<file path="src/rtl/text_console_char_writer_macros.svh">
// Assertion macros for the text console character writer.
// Included by the top level; depends on nothing else.
// Defining NO_ASSERTIONS leaves every macro empty.
`ifndef TEXT_CONSOLE_CHAR_WRITER_MACROS_SVH
`define TEXT_CONSOLE_CHAR_WRITER_MACROS_SVH

`ifndef NO_ASSERTIONS

// Same-cycle implication, disabled while reset is held.
`define TCW_ASSERT_IMPL(label, clk, rstn, ante, cons) \
    label: assert property (@(posedge clk) disable iff (!rstn) (ante) |-> (cons)) \
        else $error("same-cycle implication violated");

// Next-cycle implication, disabled while reset is held.
`define TCW_ASSERT_NEXT(label, clk, rstn, ante, cons) \
    label: assert property (@(posedge clk) disable iff (!rstn) (ante) |=> (cons)) \
        else $error("next-cycle implication violated");

`else

`define TCW_ASSERT_IMPL(label, clk, rstn, ante, cons)
`define TCW_ASSERT_NEXT(label, clk, rstn, ante, cons)

`endif

`endif

</file>
<file path="src/rtl/tcw_pkg.sv">
// Shared types and constants for the text console character writer.
// Used by the controller, the datapath and the top level; no dependencies.
package tcw_pkg;

    localparam int OP_W   = 2;
    localparam int CHAR_W = 8;
    localparam int ATTR_W = 8;
    localparam int IDX_W  = 11;
    localparam int POS_W  = 11;
    localparam int CELL_W = ATTR_W + CHAR_W;

    localparam logic [OP_W-1:0] OP_WRITE = 2'd0;
    localparam logic [OP_W-1:0] OP_CLEAR = 2'd1;
    localparam logic [OP_W-1:0] OP_READ  = 2'd2;

    localparam logic [CHAR_W-1:0] CH_BS    = 8'h08;
    localparam logic [CHAR_W-1:0] CH_TAB   = 8'h09;
    localparam logic [CHAR_W-1:0] CH_LF    = 8'h0A;
    localparam logic [CHAR_W-1:0] CH_CR    = 8'h0D;
    localparam logic [CHAR_W-1:0] CH_SPACE = 8'h20;

    localparam logic [ATTR_W-1:0] RESET_ATTR = 8'h0F;

    // Commands from the controller to the datapath.
    typedef struct packed {
        logic exec;        // act on the item being accepted
        logic prime;       // first read of the scroll copy
        logic scroll;      // one step of the scroll copy
        logic blank;       // one step of a blanking sweep
        logic blank_init;  // blank with the reset attribute
        logic load_result; // move the result into the output register
    } tcw_cmd_t;

    // Status from the datapath to the controller.
    typedef struct packed {
        logic exec_scroll; // the item being accepted scrolls the grid
        logic exec_clear;  // the item being accepted clears the grid
        logic sweep_last;  // the sweep counter is on the last cell
        logic out_free;    // the output register can take a result
    } tcw_status_t;

endpackage

</file>
<file path="src/rtl/tcw_ctrl.sv">
// Controller of the text console character writer: sequences the reset
// sweep, item execution, scroll copy, blanking and result hand-off.
// Depends on tcw_pkg; commands tcw_datapath.
module tcw_ctrl (
    input  logic                 aclk,
    input  logic                 aresetn,
    input  logic                 s_tvalid,
    output logic                 s_tready,
    input  tcw_pkg::tcw_status_t status,
    output tcw_pkg::tcw_cmd_t    cmd
);

    typedef enum logic [5:0] {
        ST_INIT   = 6'b000001,
        ST_IDLE   = 6'b000010,
        ST_PRIME  = 6'b000100,
        ST_SCROLL = 6'b001000,
        ST_BLANK  = 6'b010000,
        ST_RESULT = 6'b100000
    } state_t;

    state_t state_reg, state_next;

    always_comb begin
        state_next = state_reg;
        s_tready   = 1'b0;
        cmd        = '0;
        unique case (state_reg)
            ST_INIT: begin
                cmd.blank      = 1'b1;
                cmd.blank_init = 1'b1;
                if (status.sweep_last) begin
                    state_next = ST_IDLE;
                end
            end
            ST_IDLE: begin
                s_tready = 1'b1;
                if (s_tvalid) begin
                    cmd.exec = 1'b1;
                    priority if (status.exec_scroll) begin
                        state_next = ST_PRIME;
                    end else if (status.exec_clear) begin
                        state_next = ST_BLANK;
                    end else begin
                        state_next = ST_RESULT;
                    end
                end
            end
            ST_PRIME: begin
                cmd.prime  = 1'b1;
                state_next = ST_SCROLL;
            end
            ST_SCROLL: begin
                cmd.scroll = 1'b1;
                if (status.sweep_last) begin
                    state_next = ST_BLANK;
                end
            end
            ST_BLANK: begin
                cmd.blank = 1'b1;
                if (status.sweep_last) begin
                    state_next = ST_RESULT;
                end
            end
            ST_RESULT: begin
                // Wait here until the previous result has been taken.
                if (status.out_free) begin
                    cmd.load_result = 1'b1;
                    state_next      = ST_IDLE;
                end
            end
            default: begin
                state_next = ST_IDLE;
            end
        endcase
    end

    always_ff @(posedge aclk) begin
        if (!aresetn) begin
            state_reg <= ST_INIT;
        end else begin
            state_reg <= state_next;
        end
    end

endmodule

</file>
<file path="config.mk">
export PLATFORM = sky130hd
export DESIGN_NAME = tcw_ctrl
export DESIGN_NICKNAME = d
export VERILOG_FILES = /design/src/rtl/text_console_char_writer_macros.svh /design/src/rtl/tcw_pkg.sv /design/src/rtl/tcw_ctrl.sv
export SDC_FILE = /design/constraint.sdc
export NUM_CORES = 1
export LEC_CHECK = 0
export ABC_CLOCK_PERIOD_IN_PS = 1900
export BUFFER_PORTS_ARGS = -buffer_cell sky130_fd_sc_hd__buf_2
export CORE_AREA = 3 3 40 42
export CTS_BUF_LIST = sky130_fd_sc_hd__clkbuf_4
export CTS_CLUSTER_SIZE = 24
export DETAILED_ROUTE_END_ITERATION = 10
export DIE_AREA = 0 0 43 45
export PLACE_DENSITY = 0.51
export SLEW_MARGIN = 20
export SYNTH_ARGS = -nofsm -noshare
export SYNTH_HDL_FRONTEND = slang
export SYNTH_SLANG_ARGS = --single-unit
</file>
<file path="constraint.sdc">
create_clock -name aclk -period 1.9 [get_ports aclk]
set_input_delay 0.38 -clock aclk [delete_from_list [all_inputs] [get_ports aclk]]
set_output_delay 0.38 -clock aclk [all_outputs]
set_load 0.01 [all_outputs]
</file>
== Word level (Yosys, flattened, before mapping) ==
Cells that the tools add are included.

* Mux-type cells: 17
* Equality and inequality tests: 11
* Reductions and logical operators: 2

{| class="wikitable"
|+ Operators with widths
! cell !! number
|-
| two-way mux 6 bit || 7
|-
| case mux 6 bit (6 select lines) || 1
|-
| != test 2 bit, second input constant || 5
|-
| two-way mux 1 bit || 9
|-
| == test 6 x 1 -> 1 bit, second input constant || 1
|-
| == test 6 x 2 -> 1 bit, second input constant || 1
|-
| == test 6 x 3 -> 1 bit, second input constant || 1
|-
| == test 6 x 4 -> 1 bit, second input constant || 1
|-
| == test 6 x 5 -> 1 bit, second input constant || 1
|-
| == test 6 bit, second input constant || 1
|-
| AND reduction 5 bit || 1
|-
| OR reduction 2 bit || 1
|}

* Input bits: 7
* Flip-flop bits (word level): 6

== Depth between registers and ports, before layout ==
Gate-level depths: netlist of the first run.

* Depth after elaboration: 4
* Mapped depth: 5

== Least setup slack after synthesis of the first run ==
OpenSTA, ideal clock, no wires.

* Path type: register to output
* Start: register state_reg[4]
* End: output cmd[2] (netlist bit)
* Setup slack: 0.016 ns
* Data arrival time: 1.504 ns
* Cell stages (with the launch flop): 5
* Cells stage by stage: dfxtp_1 -> or4_1 -> clkbuf_1 -> nor3_1 -> or2_2

{| class="wikitable"
|+ RTL lines
! what !! line !! RTL
|-
| start, declared || tcw_ctrl.sv:22 || <nowiki>state_t state_reg, state_next;</nowiki>
|-
| start signal, assigned || tcw_ctrl.sv:82 || <nowiki>state_reg <= state_next;</nowiki>
|-
| end, declared || tcw_ctrl.sv:10 || <nowiki>output tcw_pkg::tcw_cmd_t cmd</nowiki>
|}

==> out/metrics.cfg, run 1 <==
[synth]
synthesis.area_um2 = 374.1
synth.most_common_cell = dfxtp_1
yosysTopAreaCellShare = 0.3211
yosysSeqAreaShare = 0.3211
synthesis.nets = 50
avgSynthCellArea_um2 = 8.700
synth-seq-cells = 6
ys_types = 27
synth_cells = 43
synth.area.top_cells = dfxtp_1, nor3b_1, or4_1, nor4_1, or4b_4
netlist_top_cells_count = dfxtp_1, nor3b_1, nor4_1, or4_1
yosys.area.top_type = dfxtp_1
ys.flop_type = dfxtp_1
synth_edf_count = 0
yosys_warnings = 0
async_flop_share = 0

[finish]
diodes = 0
largest_register_ffs = 6
multi_input_area_um2 = 306.5
syn_to_final_growth_pct = 72.24
utilization = 0.5015
seqCellArea_um2 = 132.6
nets = 77
n_fill_cell = 123
drive_gt1_frac = 0.6912

[place]
dp_slack_ns = 0.09005
place_hpwl_um = 762.9
portBuffers = 13
finalWeightedCongestion = 0.8042

[power_and_ir_drop]
power_density_nw_per_um2 = 561.9
vdd_drop_max_v = 0.0002701
p_comb_frac = 0.272
p_sw_mw = 0.1048
switching_share = 0.2896
p_total_mw = 0.3621
clockPowerShare = 0.341
internal-power_mw = 0.2572
seqPwrFrac = 0.387
total_leakage_power_nw = 0.2910

[route]
ant_nets = 0
wl_per_cell_um = 13.28
routed_wl_um = 1102
viasPerCell = 5.386
drc = 0
via_count = 447
dr.first_iter.drc_count = 8
drtPass1Iterations = 4

[floorplanning]
coreArea_um2 = 1285
ioPinCount = 14
die_height_um = 45
initial_core_util = 0.2911
dieArea_um2 = 1935
fp.dieW_um = 43
num_rows = 13

[global_routing]
first_global_vias = 467
antenna_found_initial = 0
track_usage = 0.1341
grt_max_degree = 9
grt.overflow.total = 0
grt_pass1_wl_um = 2001

[clock_tree]
insertion_delay_ns = 0.25
cts_root_buffer = clkbuf_4
cts_tree = done
clk_pin_slew_ns = 0.05
htree_num_levels = 1
clk_path_buf_depth = 2
cts_sinks = 6
numCtsBuffers = 3

[timing]
finalClockSkew_ns = 0.007943
slew_viol_final = 0
slew_headroom = 0.7639
rsz0062_at_grt = true
fin_ws_ns = -0.05522
finalHoldViolCount = 0
setup_viol_count_final = 2
timing.hold.ws_ns = 0.3320
clock.fmax_mhz = 511.5
finalSetupTns_ns = -0.07483
finalCritPeriodShare = 1.029
fin_crit_ns = 1.955
tightestPinTransition_ns = 0.3526

[critical_path]
slowest_delay_ns = 0.54
start_kind = flip-flop
crit_path_top_delay_cell = or4_4
cp-end-kind = output port
path_class = flip-flop to output port
cp.required_ns = 1.52
cp_max_fo = 4
cp.arrival_ns = 1.58
path_cells = or4_4 -> nor3b_4 -> or2_4 -> buf_6

[worst_hold_path]
hold_class = input port to flip-flop

[outcome]
violations = setup timing
status = finished, violations left

[run]
drv_cap = 0

## repair_timing
| action | 4_1_cts | 5_1_grt |
|---|---|---|
| gates resized for setup | 18 | 7 |
| pin swaps | 7 | 4 |
| setup buffers | 5 | 0 |
| endpoints found under the setup margin | 6 | 8 |
| hold buffers | 0 | 0 |
| cloned | 0 | 0 |
## area by class of cell
type / instances / area share
multi-input combinational: 34 / 0.4757
inverter: 2 / 0.01165
clock buffer: 3 / 0.03495
timing repair buffer: 23 / 0.2427
sequential: 6 / 0.2058
tap: 15 / 0.02913
## logic make-up after synthesis
family | after synthesis | synth area share
AND/OR/NAND/NOR | 24 | 0.4482
AO/OA/AOI/OAI | 8 | 0.1505
flip-flops | 6 | 0.3211
buffers and inverters | 3 | 0.03010
XOR/XNOR | 1 | 0.02342
multiplexers | 1 | 0.02676
## path summary, 6_finish.rpt
path | from | to | slack [ns] | cells after the start
setup / recovery | state_reg[1] | cmd[2] | -0.06 | 4
hold / removal | status[1] | state_reg[0] | 0.33 | 2
setup reg to reg | state_reg[1] | state_reg[4] | -0.02 | 5
hold reg to reg | state_reg[0] | state_reg[0] | 0.60 | 2
## critical path, delay by kind of cell (launching register included)
| kind | cells | cell delay [ns] |
|---|---|---|
| buffers and inverters | 1 | 0.09 |
| AND/OR/NAND/NOR | 3 | 0.89 |
| flip-flops | 1 | 0.35 |
## power by group through the flow
stage / sequential (mW) / clock [mW] / combinational [mW]
2_1_floorplan: 0.140 / 0 / 0.0404
3_3_place_gp: 0.142 / 0 / 0.0634
3_5_place_dp: 0.142 / 0 / 0.0629
4_1_cts: 0.140 / 0.124 / 0.0878
5_1_grt: 0.141 / 0.132 / 0.108
6_report: 0.140 / 0.124 / 0.0983
## layout by cell type (no fill, tap or decap), types with 2 or more instances in the layout
master    instances
nor3b_2           2
buf_2            11
or4_4             3
nor4_1            3
clkbuf_4          3
inv_1             2
buf_6             3
buf_4             9
nand2_1           2
dfxtp_2           4
o21ai_0           2
dfxtp_4           2
## stage by stage
step	std cells	area, µm²
finish	83	644.4
global route	83	644.4
CTS	83	611.8
detailed placement	75	491.7
global placement	75	491.7
floorplan	43	374.1
## metal layers
metal | part of all wire | GRT usage | up-vias
met5 | 0 | 0 | -
met4 | 0.031 | 0.09639 | 0
met3 | 0.037 | 0.01594 | 4
met2 | 0.45 | 0.2096 | 11
met1 | 0.48 | 0.1711 | 211
li1 | - | - | 221
No activity file was read; power rests on OpenSTA's default activity.
==> run 2, diff against run 1 <==
--- a/config.mk
+++ b/config.mk
@@ -7,11 +7,11 @@
 export LEC_CHECK = 0
 export ABC_CLOCK_PERIOD_IN_PS = 1900
 export BUFFER_PORTS_ARGS = -buffer_cell sky130_fd_sc_hd__buf_2
-export CORE_AREA = 3 3 40 42
+export CORE_AREA = 2 2 39 41
 export CTS_BUF_LIST = sky130_fd_sc_hd__clkbuf_4
 export CTS_CLUSTER_SIZE = 24
 export DETAILED_ROUTE_END_ITERATION = 10
-export DIE_AREA = 0 0 43 45
+export DIE_AREA = 0 0 41 43
 export PLACE_DENSITY = 0.51
 export SLEW_MARGIN = 20
 export SYNTH_ARGS = -nofsm -noshare
==> run 2 against run 1 <==
Effect of this change:
- the run still ends with setup timing left
- count of clock-buffer cells in the layout did not move
- design area fell by 0.39%
- core utilization fell by 3.8 points
- sequential cell count did not move
- register-to-register slack improved by 0.11 ns
- power barely moved
- first-iteration DRC count fell by 88%
==> out/metrics.cfg, run 2 (synthesis results as in run 1) <==
[timing]
finalHoldViolCount = 0  ; unchanged
finalClockSkew_ns = 0.005440  ; was 0.007943 ns
fin_ws_ns = -0.06174  ; was -0.05522 ns
clock.fmax_mhz = 509.8  ; was 511.5 MHz
finalCritPeriodShare = 1.032  ; was 1.029
rsz0062_at_grt = true  ; unchanged
tightestPinTransition_ns = 0.3076  ; was 0.3526 ns
slew_headroom = 0.7940  ; was 0.7639
slew_viol_final = 0  ; unchanged
setup_viol_count_final = 4  ; was 2
fin_crit_ns = 1.962  ; was 1.955 ns

[clock_tree]
clk_path_buf_depth = 2  ; unchanged
numCtsBuffers = 3  ; unchanged
insertion_delay_ns = 0.25  ; about the same
cts_tree = done  ; unchanged
cts_sinks = 6  ; unchanged
clk_pin_slew_ns = 0.05  ; about the same
htree_num_levels = 1  ; unchanged
cts_root_buffer = clkbuf_4  ; unchanged

[route]
routed_wl_um = 1160  ; was 1102 µm
viasPerCell = 5.282  ; was 5.386
ant_nets = 0  ; unchanged
dr.first_iter.drc_count = 1  ; was 8
wl_per_cell_um = 13.65  ; was 13.28 µm
drtPass1Iterations = 4  ; unchanged
via_count = 449  ; was 447
drc = 0  ; unchanged

[critical_path]
cp.arrival_ns = 1.58  ; about the same
path_class = flip-flop to output port  ; unchanged
reg2reg_from = state_reg[5]  ; was state_reg[1]
path_cells = or4_4 -> nor3_4 -> or2_4 -> buf_6  ; was or4_4 -> nor3b_4 -> or2_4 -> buf_6
crit_family = simple AND/OR/NAND/NOR gates  ; unchanged
slowest_delay_ns = 0.59  ; was 0.54 ns
path_depth = 4  ; unchanged
start_kind = flip-flop  ; unchanged
crit_path_top_delay_cell = or4_4  ; unchanged
cp_max_fo = 4  ; unchanged
worstSetupStartpoint = state_reg[5]  ; was state_reg[1]
cp.required_ns = 1.52  ; about the same
cp-end-kind = output port  ; unchanged
cp_num_buf_inv = 1  ; unchanged
worstRegToRegCells = 5  ; unchanged

[global_routing]
grt_max_degree = 9  ; unchanged
antenna_found_initial = 0  ; unchanged
track_usage = 0.1596  ; was 0.1341
grt.overflow.total = 0  ; unchanged
grt_pass1_wl_um = 1856  ; was 2001 µm
first_global_vias = 411  ; was 467

[floorplanning]
initial_core_util = 0.2703  ; was 0.2911
fp.dieW_um = 41  ; was 43 µm
die_height_um = 43  ; was 45 µm
dieArea_um2 = 1763  ; was 1935 µm²
ioPinCount = 14  ; unchanged
coreArea_um2 = 1384  ; was 1285 µm²
num_rows = 14  ; was 13

[worst_hold_path]
hold_depth = 2  ; unchanged
hold_class = input port to flip-flop  ; unchanged
min_from = status[1]  ; unchanged

[power_and_ir_drop]
vdd_drop_max_v = 0.0002299  ; was 0.0002701 V
power_density_nw_per_um2 = 563.6  ; was 561.9 nW/µm²
p_total_mw = 0.3618  ; was 0.3621 mW
total_leakage_power_nw = 0.2926  ; was 0.2910 nW

[finish]
layout_common_cells = buf_2, buf_4, or4_4, nor4_1, clkbuf_4  ; was buf_2, buf_4, dfxtp_2
seqCellArea_um2 = 130.1  ; was 132.6 µm²
syn_to_final_growth_pct = 71.57  ; was 72.24%
nets = 78  ; was 77
multi_input_area_um2 = 301.5  ; was 306.5 µm²
n_fill_cell = 145  ; was 123
largest_register_ffs = 6  ; unchanged
drive_gt1_frac = 0.6377  ; was 0.6912
diodes = 0  ; unchanged

[place]
dp_slack_ns = 0.07617  ; was 0.09005 ns
finalWeightedCongestion = 0.7775  ; was 0.8042
place_hpwl_um = 734.2  ; was 762.9 µm
portBuffers = 13  ; unchanged

[run]
drv_cap = 0  ; unchanged

[outcome]
violations = setup timing  ; unchanged
status = finished, violations left  ; unchanged

==> run 2: changes by cell type in the layout (fill, tap and decap cells not counted) <==
| cell | before | now |
|---|---|---|
| dfxtp_2 | 4 | 2 |
| nor3b_4 | 1 | 2 |
| dfxtp_1 | 0 | 2 |
| o2111ai_2 | 1 | 0 |
| nor3b_2 | 2 | 1 |
| nor3_2 | 1 | 0 |
| buf_6 | 3 | 2 |
| buf_4 | 9 | 11 |
| nor3_1 | 0 | 1 |
| o2111ai_1 | 0 | 1 |
==> run 2: worst paths after layout <==
path	endpoint	slack (ns)
worst max-delay path	cmd[2]	-0.06
worst min register to register	state_reg[0]	0.60
worst max register to register	state_reg[4]	0.09
worst min-delay path	state_reg[0]	0.33
==> run 2: stage by stage <==
stage          area, µm²  std cells  setup TNS (ns)  hold WS (ns)  utilization
2_1_floorplan      374.1         43               0        0.4459            -
3_3_place_gp       485.5         75               0        0.5442       0.3508
3_5_place_dp       485.5         75               0        0.5454       0.3508
4_1_cts            606.8         83        -0.06285        0.3268       0.4385
5_1_grt            641.9         85         -0.3342        0.3314       0.4638
6_report           641.9         85         -0.1090        0.3258       0.4638
==> run 2: repair_timing <==
action,in CTS,in global routing
pin swaps,6,2
buffers inserted,5,2
gates resized for setup,17,4
hold buffers,0,0
gates cloned,0,0
setup endpoints to repair,6,6
==> run 2: layout make-up <==
| cell class | instances | area share |
|---|---|---|
| Clock buffer | 3 | 0.03509 |
| Multi-Input combinational cell | 34 | 0.4698 |
| Inverter | 2 | 0.01170 |
| Sequential cell | 6 | 0.2027 |
| Tap cell | 16 | 0.03119 |
| Timing Repair Buffer | 24 | 0.2495 |
==> run 2: worst register-to-register path: stages, from the launching register on <==
cell and delay [ns]:
dfxtp_4 0.34, or4_4 0.59, buf_4 0.17, or3_4 0.38, nand3_2 0.10, mux2i_1 0.17
==> run 2: report_power, final <==
group          internal (mW)  switching, mW
registers              0.132        0.00586
clock network         0.0717         0.0505
logic                 0.0536         0.0486
total                  0.257          0.105
==> run 2: routing by layer <==
metal | global-route usage | up-vias | part of all wire
li1 | - | 220 | -
met1 | 0.1833 | 214 | 0.43
met2 | 0.2531 | 12 | 0.52
met3 | 0.03141 | 3 | 0.028
met4 | 0.1000 | 0 | 0.023
met5 | 0 | - | 0
